File: src/rtl/swer_pkg.sv
package swer_pkg;

  // Default ring depth in samples
  localparam int unsigned WINDOW_DEFAULT = 60;

  localparam int unsigned COUNT_W      = 16;
  localparam int unsigned TOTAL_OUT_W  = 22;
  localparam int unsigned PERIOD_W     = 16;
  localparam int unsigned PADDR_W      = 3;
  localparam int unsigned PDATA_W      = 32;

  localparam logic [COUNT_W-1:0]     COUNT_MAX      = 16'hFFFF;
  localparam logic [TOTAL_OUT_W-1:0] TOTAL_MAX      = 22'h3FFFFF;
  localparam logic [PERIOD_W-1:0]    PERIOD_DEFAULT = 16'd1000;

  // Register index of sample_period_ms
  localparam logic REG_PERIOD = 1'b0;

  typedef enum logic [1:0] {
    KIND_EVENT = 2'd0,
    KIND_TICK  = 2'd1,
    KIND_CLEAR = 2'd2
  } kind_e;

  typedef struct packed {
    logic [1:0]  kind;
    logic [31:0] now_ms;
  } in_word_t;

  typedef struct packed {
    logic [TOTAL_OUT_W-1:0] window_total;
    logic                   sample_closed;
  } out_word_t;

  // Ring operation handed from the control stage to the ring stage
  typedef struct packed {
    logic               close;
    logic               clear;
    logic [COUNT_W-1:0] count;
  } swer_op_t;

endpackage

File: src/rtl/sliding_window_event_rate.sv
// Sliding-window event-rate meter. Key events bump a saturating count; a time
// tick closes a sample once the wrapped time since the last sample reaches
// sample_period_ms (register at byte address 0), pushes the count into a ring
// of WINDOW samples and reports the ring sum. Every input word yields exactly
// one result word. The block takes one word per cycle while its input is not
// stalled; an accepted word passes through the ring stage and then the output
// register. While the output is stalled the block holds one word in the ring
// stage and one in the output register, then stalls its input. The ring memory
// is read when a word is accepted and written when it retires, with a
// forwarding path for closes that hit the same slot in consecutive words.
// Reset and the clear word empty the ring at once; there is no clearing pass.
module sliding_window_event_rate import swer_pkg::*; #(
  parameter int unsigned WINDOW = WINDOW_DEFAULT,
  localparam int unsigned POS_W = (WINDOW > 1) ? $clog2(WINDOW) : 1
) (
  input  logic               clk_i,
  input  logic               rst_ni,
  input  logic               in_valid_i,
  output logic               in_stall_o,
  input  in_word_t           in_word_i,
  output logic               out_valid_o,
  input  logic               out_stall_i,
  output out_word_t          out_word_o,
  input  logic               psel,
  input  logic               penable,
  input  logic               pwrite,
  input  logic [PADDR_W-1:0] paddr,
  input  logic [PDATA_W-1:0] pwdata,
  output logic [PDATA_W-1:0] prdata,
  output logic               pready
);

  logic [PERIOD_W-1:0] period_q;
  logic                accept;
  logic                advance;
  logic                s2_valid;
  swer_op_t            op;
  logic [POS_W-1:0]    pos;
  out_word_t           result;
  logic                out_valid_q;
  out_word_t           out_word_q;

  // Configuration register
  assign pready = 1'b1;
  always_ff @(posedge clk_i or negedge rst_ni) begin
    if (!rst_ni) begin
      period_q <= PERIOD_DEFAULT;
    end else if (psel && penable && pwrite && (paddr[2] == REG_PERIOD)) begin
      period_q <= pwdata[PERIOD_W-1:0];
    end
  end
  assign prdata = (paddr[2] == REG_PERIOD) ? PDATA_W'(period_q) : '0;

  // Handshake: the ring stage moves on whenever the output register is free
  assign advance    = !out_valid_q || !out_stall_i;
  assign in_stall_o = s2_valid && !advance;
  assign accept     = in_valid_i && !in_stall_o;

  swer_ctrl #(.WINDOW(WINDOW)) u_ctrl (
    .clk_i    (clk_i),
    .rst_ni   (rst_ni),
    .accept_i (accept),
    .in_word_i(in_word_i),
    .period_i (period_q),
    .op_o     (op),
    .pos_o    (pos)
  );

  swer_ring #(.WINDOW(WINDOW)) u_ring (
    .clk_i    (clk_i),
    .rst_ni   (rst_ni),
    .accept_i (accept),
    .op_i     (op),
    .pos_i    (pos),
    .advance_i(advance),
    .valid_o  (s2_valid),
    .result_o (result)
  );

  // Output register
  always_ff @(posedge clk_i or negedge rst_ni) begin
    if (!rst_ni) begin
      out_valid_q <= 1'b0;
    end else if (advance) begin
      out_valid_q <= s2_valid;
    end
  end

  always_ff @(posedge clk_i) begin
    if (advance && s2_valid) out_word_q <= result;
  end

  assign out_valid_o = out_valid_q;
  assign out_word_o  = out_word_q;

endmodule

File: src/rtl/swer_ctrl.sv
module swer_ctrl import swer_pkg::*; #(
  parameter int unsigned WINDOW = WINDOW_DEFAULT,
  localparam int unsigned POS_W = (WINDOW > 1) ? $clog2(WINDOW) : 1
) (
  input  logic                clk_i,
  input  logic                rst_ni,
  input  logic                accept_i,
  input  in_word_t            in_word_i,
  input  logic [PERIOD_W-1:0] period_i,
  output swer_op_t            op_o,
  output logic [POS_W-1:0]    pos_o
);

  logic [COUNT_W-1:0] count_q, count_d;
  logic [31:0]        last_q, last_d;
  logic [POS_W-1:0]   pos_q, pos_d;
  logic [31:0]        elapsed;
  logic               is_close;

  // Wrapped time since the anchoring tick or the last closed sample
  assign elapsed  = in_word_i.now_ms - last_q;
  assign is_close = (in_word_i.kind == KIND_TICK) && (last_q != 32'd0) &&
                    (elapsed >= {16'd0, period_i});

  // Decide the operation for this word and advance the control state
  always_comb begin
    count_d = count_q;
    last_d  = last_q;
    pos_d   = pos_q;
    op_o    = '{close: 1'b0, clear: 1'b0, count: count_q};
    case (in_word_i.kind)
      KIND_EVENT: begin
        if (count_q != COUNT_MAX) count_d = count_q + COUNT_W'(1);
      end
      KIND_TICK: begin
        if (last_q == 32'd0) begin
          last_d = in_word_i.now_ms;
        end else if (is_close) begin
          op_o.close = 1'b1;
          count_d    = '0;
          last_d     = in_word_i.now_ms;
          pos_d      = (pos_q == POS_W'(WINDOW - 1)) ? '0 : pos_q + POS_W'(1);
        end
      end
      KIND_CLEAR: begin
        op_o.clear = 1'b1;
        count_d    = '0;
        last_d     = '0;
        pos_d      = '0;
      end
      default: ;
    endcase
  end

  assign pos_o = pos_q;

  always_ff @(posedge clk_i or negedge rst_ni) begin
    if (!rst_ni) begin
      count_q <= '0;
      last_q  <= '0;
      pos_q   <= '0;
    end else if (accept_i) begin
      count_q <= count_d;
      last_q  <= last_d;
      pos_q   <= pos_d;
    end
  end

endmodule

File: src/rtl/swer_ring.sv
module swer_ring import swer_pkg::*; #(
  parameter int unsigned WINDOW = WINDOW_DEFAULT,
  localparam int unsigned POS_W   = (WINDOW > 1) ? $clog2(WINDOW) : 1,
  localparam int unsigned TOTAL_W = COUNT_W + $clog2(WINDOW),
  localparam int unsigned CMP_W   = (TOTAL_W > TOTAL_OUT_W) ? TOTAL_W : TOTAL_OUT_W
) (
  input  logic             clk_i,
  input  logic             rst_ni,
  input  logic             accept_i,
  input  swer_op_t         op_i,
  input  logic [POS_W-1:0] pos_i,
  input  logic             advance_i,
  output logic             valid_o,
  output out_word_t        result_o
);

  logic [COUNT_W-1:0] ring_mem_q [WINDOW];
  logic [COUNT_W-1:0] rdata_q;
  logic [WINDOW-1:0]  entry_valid_q;
  logic               s2_valid_q;
  swer_op_t           op_q;
  logic [POS_W-1:0]   pos_q;
  logic               fwd_q;
  logic [COUNT_W-1:0] fwd_data_q;
  logic [TOTAL_W-1:0] total_q, total_d;
  logic [COUNT_W-1:0] old_sample;
  logic [CMP_W-1:0]   total_ext;
  logic               retire;
  logic               wr_en;

  assign retire = s2_valid_q && advance_i;
  assign wr_en  = retire && op_q.close;

  // Hold the word in the ring stage until the output register takes it
  always_ff @(posedge clk_i or negedge rst_ni) begin
    if (!rst_ni) begin
      s2_valid_q <= 1'b0;
    end else if (accept_i) begin
      s2_valid_q <= 1'b1;
    end else if (advance_i) begin
      s2_valid_q <= 1'b0;
    end
  end

  // Capture the operation and the forwarding decision for a back-to-back hit
  always_ff @(posedge clk_i) begin
    if (accept_i) begin
      op_q       <= op_i;
      pos_q      <= pos_i;
      fwd_q      <= wr_en && (pos_q == pos_i);
      fwd_data_q <= op_q.count;
    end
  end

  // Ring memory: read the slot to be overwritten, write back the closed sample
  always_ff @(posedge clk_i) begin
    if (accept_i && op_i.close) rdata_q <= ring_mem_q[pos_i];
    if (wr_en) ring_mem_q[pos_q] <= op_q.count;
  end

  // Slots never written since reset or clear read as zero
  always_ff @(posedge clk_i or negedge rst_ni) begin
    if (!rst_ni) begin
      entry_valid_q <= '0;
    end else if (retire) begin
      if (op_q.clear) entry_valid_q <= '0;
      else if (op_q.close) entry_valid_q[pos_q] <= 1'b1;
    end
  end

  always_comb begin
    if (!entry_valid_q[pos_q]) old_sample = '0;
    else if (fwd_q) old_sample = fwd_data_q;
    else old_sample = rdata_q;
  end

  // Running sum: add the new sample, drop the one it replaces; a clear empties it
  always_comb begin
    total_d = total_q;
    if (op_q.clear) total_d = '0;
    else if (op_q.close) total_d = total_q + TOTAL_W'(op_q.count) - TOTAL_W'(old_sample);
  end

  always_ff @(posedge clk_i or negedge rst_ni) begin
    if (!rst_ni) begin
      total_q <= '0;
    end else if (retire) begin
      total_q <= total_d;
    end
  end

  // Saturate the reported total
  assign total_ext = CMP_W'(total_d);
  always_comb begin
    if (total_ext > CMP_W'(TOTAL_MAX)) result_o.window_total = TOTAL_MAX;
    else result_o.window_total = total_ext[TOTAL_OUT_W-1:0];
    result_o.sample_closed = op_q.close;
  end

  assign valid_o = s2_valid_q;

endmodule

File: config.mk
export PLATFORM = sky130hd
export DESIGN_NAME = sliding_window_event_rate
export DESIGN_NICKNAME = d
export VERILOG_FILES = /design/src/rtl/swer_pkg.sv /design/src/rtl/sliding_window_event_rate.sv /design/src/rtl/swer_ctrl.sv /design/src/rtl/swer_ring.sv
export SDC_FILE = /design/constraint.sdc
export NUM_CORES = 2
export LEC_CHECK = 0
export ABC_AREA = 0
export ABC_CLOCK_PERIOD_IN_PS = 16950
export BUFFER_PORTS_ARGS = -buffer_cell sky130_fd_sc_hd__buf_4
export CORE_UTILIZATION = 30
export CTS_BUF_LIST = sky130_fd_sc_hd__clkbuf_8
export CTS_CLUSTER_DIAMETER = 50
export DETAILED_ROUTE_END_ITERATION = 10
export GPL_ROUTABILITY_DRIVEN = 0
export PLACE_DENSITY = 0.56
export SLEW_MARGIN = 20
export SYNTH_ARGS = -nofsm -noshare
export SYNTH_HDL_FRONTEND = slang
export SYNTH_SLANG_ARGS = --single-unit
export TNS_END_PERCENT = 5
File: constraint.sdc
create_clock -name clk_i -period 16.95 [get_ports clk_i]
set_input_delay 1.695 -clock clk_i [delete_from_list [all_inputs] [get_ports clk_i]]
set_output_delay 1.695 -clock clk_i [all_outputs]
set_load 0.02 [all_outputs]
# [Word level (Yosys, flattened, before mapping)]
# Memory sizes are Yosys's and may differ from the RTL's. A register that Yosys moved wholly into a read port is not among the register bits.
# Cells that the tools add are included.
# W data, S select, Z words.
[totals] inputBits=76 rom_bits=0 ramBits=960 latch_bits=0 ff_bits=218 memories=1
[memory_table] name="u_ring.ring_mem_q" words=60 word_bits=16 read_ports=1 rd_clocked_by_memory_dff=1 wr=1 line_no="swer_ring.sv:17" text="logic [COUNT_W-1:0] ring_mem_q [WINDOW];"
[classes] n_bitwise=2 order_cmp=4 n_shift=0 n_mul=0 addsub=5 div=0 eq_ne=9 mux=30 reduce_logical=28
[op_table] operator="$mux W60" n=2
[op_table] operator="$mux W16" n=6
[op_table] operator="$mux W32" n=2
[op_table] operator="$pmux W32 S2" n=1
[op_table] operator="$or A60 B60 Y60" n=1
[op_table] operator="$pmux W16 S3" n=1
[op_table] operator="$mux W22" n=2
[op_table] operator="$ge A32 B16 Y1" n=1
[op_table] operator="$logic_not A32 Y1" n=1
[op_table] operator="$reduce_bool A32 Y1" n=1
[op_table] operator="$sub A32 B32 Y32" n=1
[op_table] operator="$add A22 B16 Y22" n=1
[op_table] operator="$gt A22 B22 Y1 const B" n=1
[op_table] operator="$sub A22 B16 Y22" n=1
[op_table] operator="$mux W6" n=3
[op_table] operator="$add A16 B1 Y16 const B" n=1
[op_table] operator="$ne A16 B16 Y1 const B" n=1
[op_table] operator="$logic_and A1 B1 Y1" n=12
[op_table] operator="$pmux W6 S2" n=1
[op_table] operator="$mux W1" n=10
[op_table] operator="$lt A6 B7 Y1 const B" n=1
[op_table] operator="$add A6 B1 Y6 const B" n=1
[op_table] operator="$bmux W1 S6" n=1
[op_table] operator="$demux W1 S6" n=1
[op_table] operator="other kinds (18)" n=24

# [Depth between registers and ports, before layout]
[depth] depth_word=7 ltp_mapped=25

# [By module]
# From an unflattened synthesis, not the netlist that was laid out.
[unflattened] hier_cells=2912 area_unflattened_um2=51434.3
[modules_own_cells] module="swer_ring" area_per_inst_um2=44158.6 n_inst=1 seq_area_each_um2=32616.3 cells_per_inst=2156
[modules_own_cells] module="swer_ctrl" area_per_inst_um2=5624.1 n_inst=1 seq_area_each_um2=1351.3 cells_per_inst=657
[modules_own_cells] module="sliding_window_event_rate" area_per_inst_um2=1651.6 n_inst=1 seq_area_each_um2=1123.6 cells_per_inst=99

# [Worst setup path before layout]
# No wires, ideal clock.
[synth_path] kind="input to register" from="in in_word_i[1] in the netlist's numbering" to="reg u_ring.rdata_q[0], read port of u_ring.ring_mem_q, enable pin" setup_time_ns=0.409 t_required_ns=16.541 path_buffers=2 stages=19 arrival_time_ns=5.934 slack_ns=10.606 path_cell_list="ha_1 -> nor2b_1 -> o31a_1 -> o41a_1 -> a31oi_1 -> o21bai_1 -> a41oi_1 -> xnor2_1 -> ha_1 -> and4_1 -> nand3_1 -> o21ai_0 -> a211oi_1 -> o211ai_1 -> or4_4 -> a211oi_4 -> buf_6 -> buf_4 -> nor3_1"
[synth_via] elab_chain_cells=7
[synth_rtl] item="start: declaration" line_no="sliding_window_event_rate.sv:20" text="input in_word_t in_word_i,"
[synth_rtl] item="$sub A32 B32 Y32" line_no="swer_ctrl.sv:21" text="assign elapsed = in_word_i.now_ms - last_q;"
[synth_rtl] item="$ge A32 B16 Y1" line_no="swer_ctrl.sv:23" text="(elapsed >= {16'd0, period_i});"
[synth_rtl] item="$logic_and A1 B1 Y1" line_no="swer_ctrl.sv:22" text="assign is_close = (in_word_i.kind == KIND_TICK) && (last_q != 32'd0) &&"
[synth_rtl] item="$mux W1" line_no="swer_ctrl.sv:38" text="end else if (is_close) begin"
[synth_rtl] item="$mux W1" line_no="swer_ctrl.sv:36" text="if (last_q == 32'd0) begin"
[synth_rtl] item="$mux W1" line_no="swer_ctrl.sv:31" text="case (in_word_i.kind)"
[synth_rtl] item="$logic_and A1 B1 Y1" line_no="swer_ring.sv:57" text="if (accept_i && op_i.close) rdata_q <= ring_mem_q[pos_i];"
[synth_rtl] item="end: declaration" line_no="swer_ring.sv:18" text="logic [COUNT_W-1:0] rdata_q;"
# No other way between the ends.
# A chain may end at the register's enable or synchronous reset.

# [Worst setup path after layout]
[layout_path] from="in in_word_i[1] in the netlist's numbering" to="reg u_ring.rdata_q[4], read port of u_ring.ring_mem_q, enable pin"
# The elaborated chain is that of the path after synthesis.

==> results.toml <==
[status]
run_status = "complete, no violations"

[cts]
cts_htree_levels = 4
cts_hold_repair.buffers = 0
cts_resized = 0
cts_sinks = 1194
cts_post_setup_buffers_inserted = 0
clock_path_buffers = 3
cts.reportedPaths.clkPinSlew_ns = 0.06
clockRootBuffer = "clkbuf_8"
insertion_delay_ns = 0.92
tritoncts_clock_tree = "built"
number_of_buffers_created_by_cts = 197

[yosys]
synthXorXnorAreaFrac = 0.005769
synth-async-reset-ratio = 0.1290
dominant_combinational_cell_family_by_area_after_synthesis = "multiplexers"
post_synth.cell_area_avg_um2 = 17.24
area_fraction_in_compound_gates_after_synthesis = 0.05520
yosys.area_share.simple = 0.05025
ys.warnings.count = 0
flop_and_latch_count_out_of_synthesis = 1194
cell_area_after_synthesis_um2 = 51610
register_area_share_after_synthesis = 0.6799
synth_cells = 2994
fraction_of_synthesized_area_in_multiplexers = 0.1592
post_synth_fa_ha_maj_area_fraction = 0.02477
synth_cell_type_count = 82
postSynth.topFlopCell = "edfxtp_1"
synth_edf_count = 1040

[route]
final_antenna_violating_net_count = 0
first_pass_iters = 7
drtIter0Drc = 2297
route.detailed.wl_per_inst_um = 22.74
post-route-drc-count = 0
vias = 28027
vias_per_cell = 4.983
final_routed_wirelength_across_all_metal_layers_um = 127900

[die]
placementRows = 151
pin_count = 134
die_h_um = 416.8
initial_utilization = 0.3035
die_area_um2 = 173700
core_region_area_um2 = 170000
overall_die_width_um = 416.8

[critical_path]
most_numerous_cell_on_the_critical_path = "buf_4"
crit_path_start_kind = "primary input"
timing.reg2reg.setup_slack_ns = 10.70
worstPathMaxFanout = 34
cp_slowest_cell = "o311ai_0"
critical-path-max-stage-delay_ns = 0.85
timing_worst_setup_path_type = "in -> reg"
path_cells = "buf_4 > ha_1 > nor2b_1 > o31a_1 > o311ai_0 > nand2_1 > xor2_1 > ha_1 > a21o_1 > a21o_1 > a222oi_1 > nand4_1 > a211oi_1 > o211ai_1 > or4_4 > a211oi_4 > buf_4 > nor3_2 > buf_4"
crit_family = "compound AO/OA/AOI/OAI gates"
cp_data_required_time_ns = 17.56
worst_ep_arrival_time_ns = 7.27
setup.worst_path.end_class = "flop"
cp_num_buf_inv = 3

[power_and_ir_drop]
worst_ir_drop_vdd_mv = 0.1292
fin_total_pwr_w = 0.008415
power.density_nw_per_um2 = 142.7
power_leakage_nw = 20.27

[timing]
maxSlewHeadroom = 0.3026
maxClockFrequency_ghz = 0.1501
finalHoldViolCount = 0
report.final.setup_viol = 0
timing.setup.tns_ns = 0
rsz0062_at_grt = "false"
fin_worst_hold_slack_ns = 0.4868
fin_worst_skew_ns = 0.05588
maxSlewViolCount = 0
fin_crit_sh = 0.3930
tightestPinTransition_ns = 1.035
finalCriticalPeriod_ns = 6.661

[global_route]
busiest_layer = "met2"
grt_pass1_vias = 28893
first_pass_grt_wire_length_um = 190700
groute.layer.met1.usage = 0.2007
global_route.overflow_total = 0
gr-usage-met3 = 0.02284
global_route.usage.total = 0.1474
grt_max_degree = 126
met2_usage = 0.2443
initial_antenna_violation_count = 3

[job]
cap_viol_max_count = 0

[final_layout]
area_growth_syn_to_layout_pct = 14.27
final_cell_mix = "1040 x edfxtp_1, 313 x mux4_2, 232 x inv_1"
most_frequent_standard_cell_in_the_layout_excluding_fill_and_tap_cells = "edfxtp_1"
num-nets-final = 3410
drive_above_1_share = 0.2526
num-fill-cells = 16132
design_area_um2 = 58980

[placed_design]
port-buffer-count = 98
hpwlAfterDp_um = 74720
post_dp_cell_area_um2 = 55370

[worst_hold_path]
min-delay-path-class = "reg -> reg"
[logic make-up (layout without fill, tap and decap cells)]
family,count (synthesis),count (layout)
adders and majority gates,92,92
and+or+nand+nor,535,535
AOI/OAI and AO/OA,399,399
muxes,423,423
buffers and inverters,315,711
other,2,18
xor gates and xnor gates,34,34
DFF,1194,1194
[final cells by class]
| cell class | instances | area, µm² | share of cell area |
|---|---|---|---|
| flip-flops and latches | 1194 | 35110 | 0.5952 |
| multi-input cells | 1500 | 15390 | 0.2609 |
| clock buffers | 203 | 2794 | 0.04737 |
| well taps | 2218 | 2775 | 0.04705 |
| repair buffers | 207 | 1570 | 0.02662 |
| clock inverters | 159 | 809.5 | 0.01373 |
| inverters | 142 | 533.0 | 0.009037 |
| diodes | 1 | 2.502 | 0.00004243 |
[through the flow]
step                      cells  worst slack, ns  utilization
final                      5624            10.29       0.3469
after global routing       5624            10.08       0.3469
after CTS                  5623            10.44       0.3468
after detailed placement   5261            9.406       0.3256
after global placement     5261            9.434       0.3256
after floorplan            3009            10.61            -
[report_power, final]
| part | internal, W | total [W] | switching [W] |
|---|---|---|---|
| combinational | 0.00114 | 0.00259 | 0.00145 |
| clock | 0.00116 | 0.00233 | 0.00117 |
| sequential | 0.00337 | 0.00349 | 0.000126 |
[flip-flops by register name, summed over array words and instances, names as in the netlist]
signal	count
u_ring.entry_valid_q	60
period_q	16
u_ring.op_q	17
u_ring.pos_q	6
u_ring.total_q	22
u_ctrl.count_q	16
u_ring.fwd_data_q	16
u_ctrl.last_q	32
u_ring.fwd_q	1
out_valid_o	1
u_ring.ring_mem_q	960
u_ring.result_o	1
u_ring.rdata_q	16
u_ctrl.pos_o	6
out_word_o	23
u_ring.valid_o	1
[cell usage after synthesis (6+ instances only)]
master	number	share of area
nor4_1	24	0.0029
nand4_1	15	0.0018
nor3_1	25	0.0024
dfrtp_1	148	0.072
xor2_1	12	0.0020
o21ai_0	67	0.0065
a21oi_1	54	0.0052
edfxtp_1	1040	0.61
or3_1	16	0.0019
a31oi_1	9	0.0011
buf_2	6	0.00058
o31a_1	11	0.0019
o221ai_1	36	0.0061
mux2_2	55	0.012
o21a_1	71	0.010
xnor2_1	22	0.0037
and2_1	9	0.0011
nand2b_1	22	0.0027
o22ai_1	9	0.0011
dfstp_2	6	0.0031
o211ai_1	9	0.0013
nand3b_1	37	0.0054
inv_1	141	0.010
nand2_1	132	0.0096
clkbuf_1	119	0.0087
fa_1	17	0.0066
buf_4	21	0.0031
nand3_1	41	0.0040
buf_1	25	0.0018
a21o_1	29	0.0042
nor2_1	167	0.012
a22o_1	6	0.0010
nor2b_1	14	0.0017
o41ai_1	10	0.0017
a211oi_1	11	0.0016
and3_1	17	0.0021
o31ai_1	14	0.0020
mux4_2	313	0.14
mux2i_1	55	0.011
ha_1	75	0.018
[worst paths after layout]
kind | startpoint | endpoint | cells after the start
worst min register to register | u_ring.entry_valid_q[47] | u_ring.entry_valid_q[47] | 1
max in group asynchronous | rst_ni | u_ctrl.pos_o[2] | 2
worst max-delay path | in_word_i[1] | u_ring.rdata_q[4] | 19
min in group asynchronous | rst_ni | u_ctrl.last_q[19] | 1
worst max register to register | u_ctrl.last_q[1] | u_ring.rdata_q[4] | 19
worst min-delay path | u_ring.entry_valid_q[47] | u_ring.entry_valid_q[47] | 1
[metal layers]
layer	part of all wire	wire (µm)
met1	0.45	56960
met2	0.49	62640
met3	0.048	6109
met4	0.017	2199
met5	0	0
Note: power is estimated with default switching activity, not from simulation.
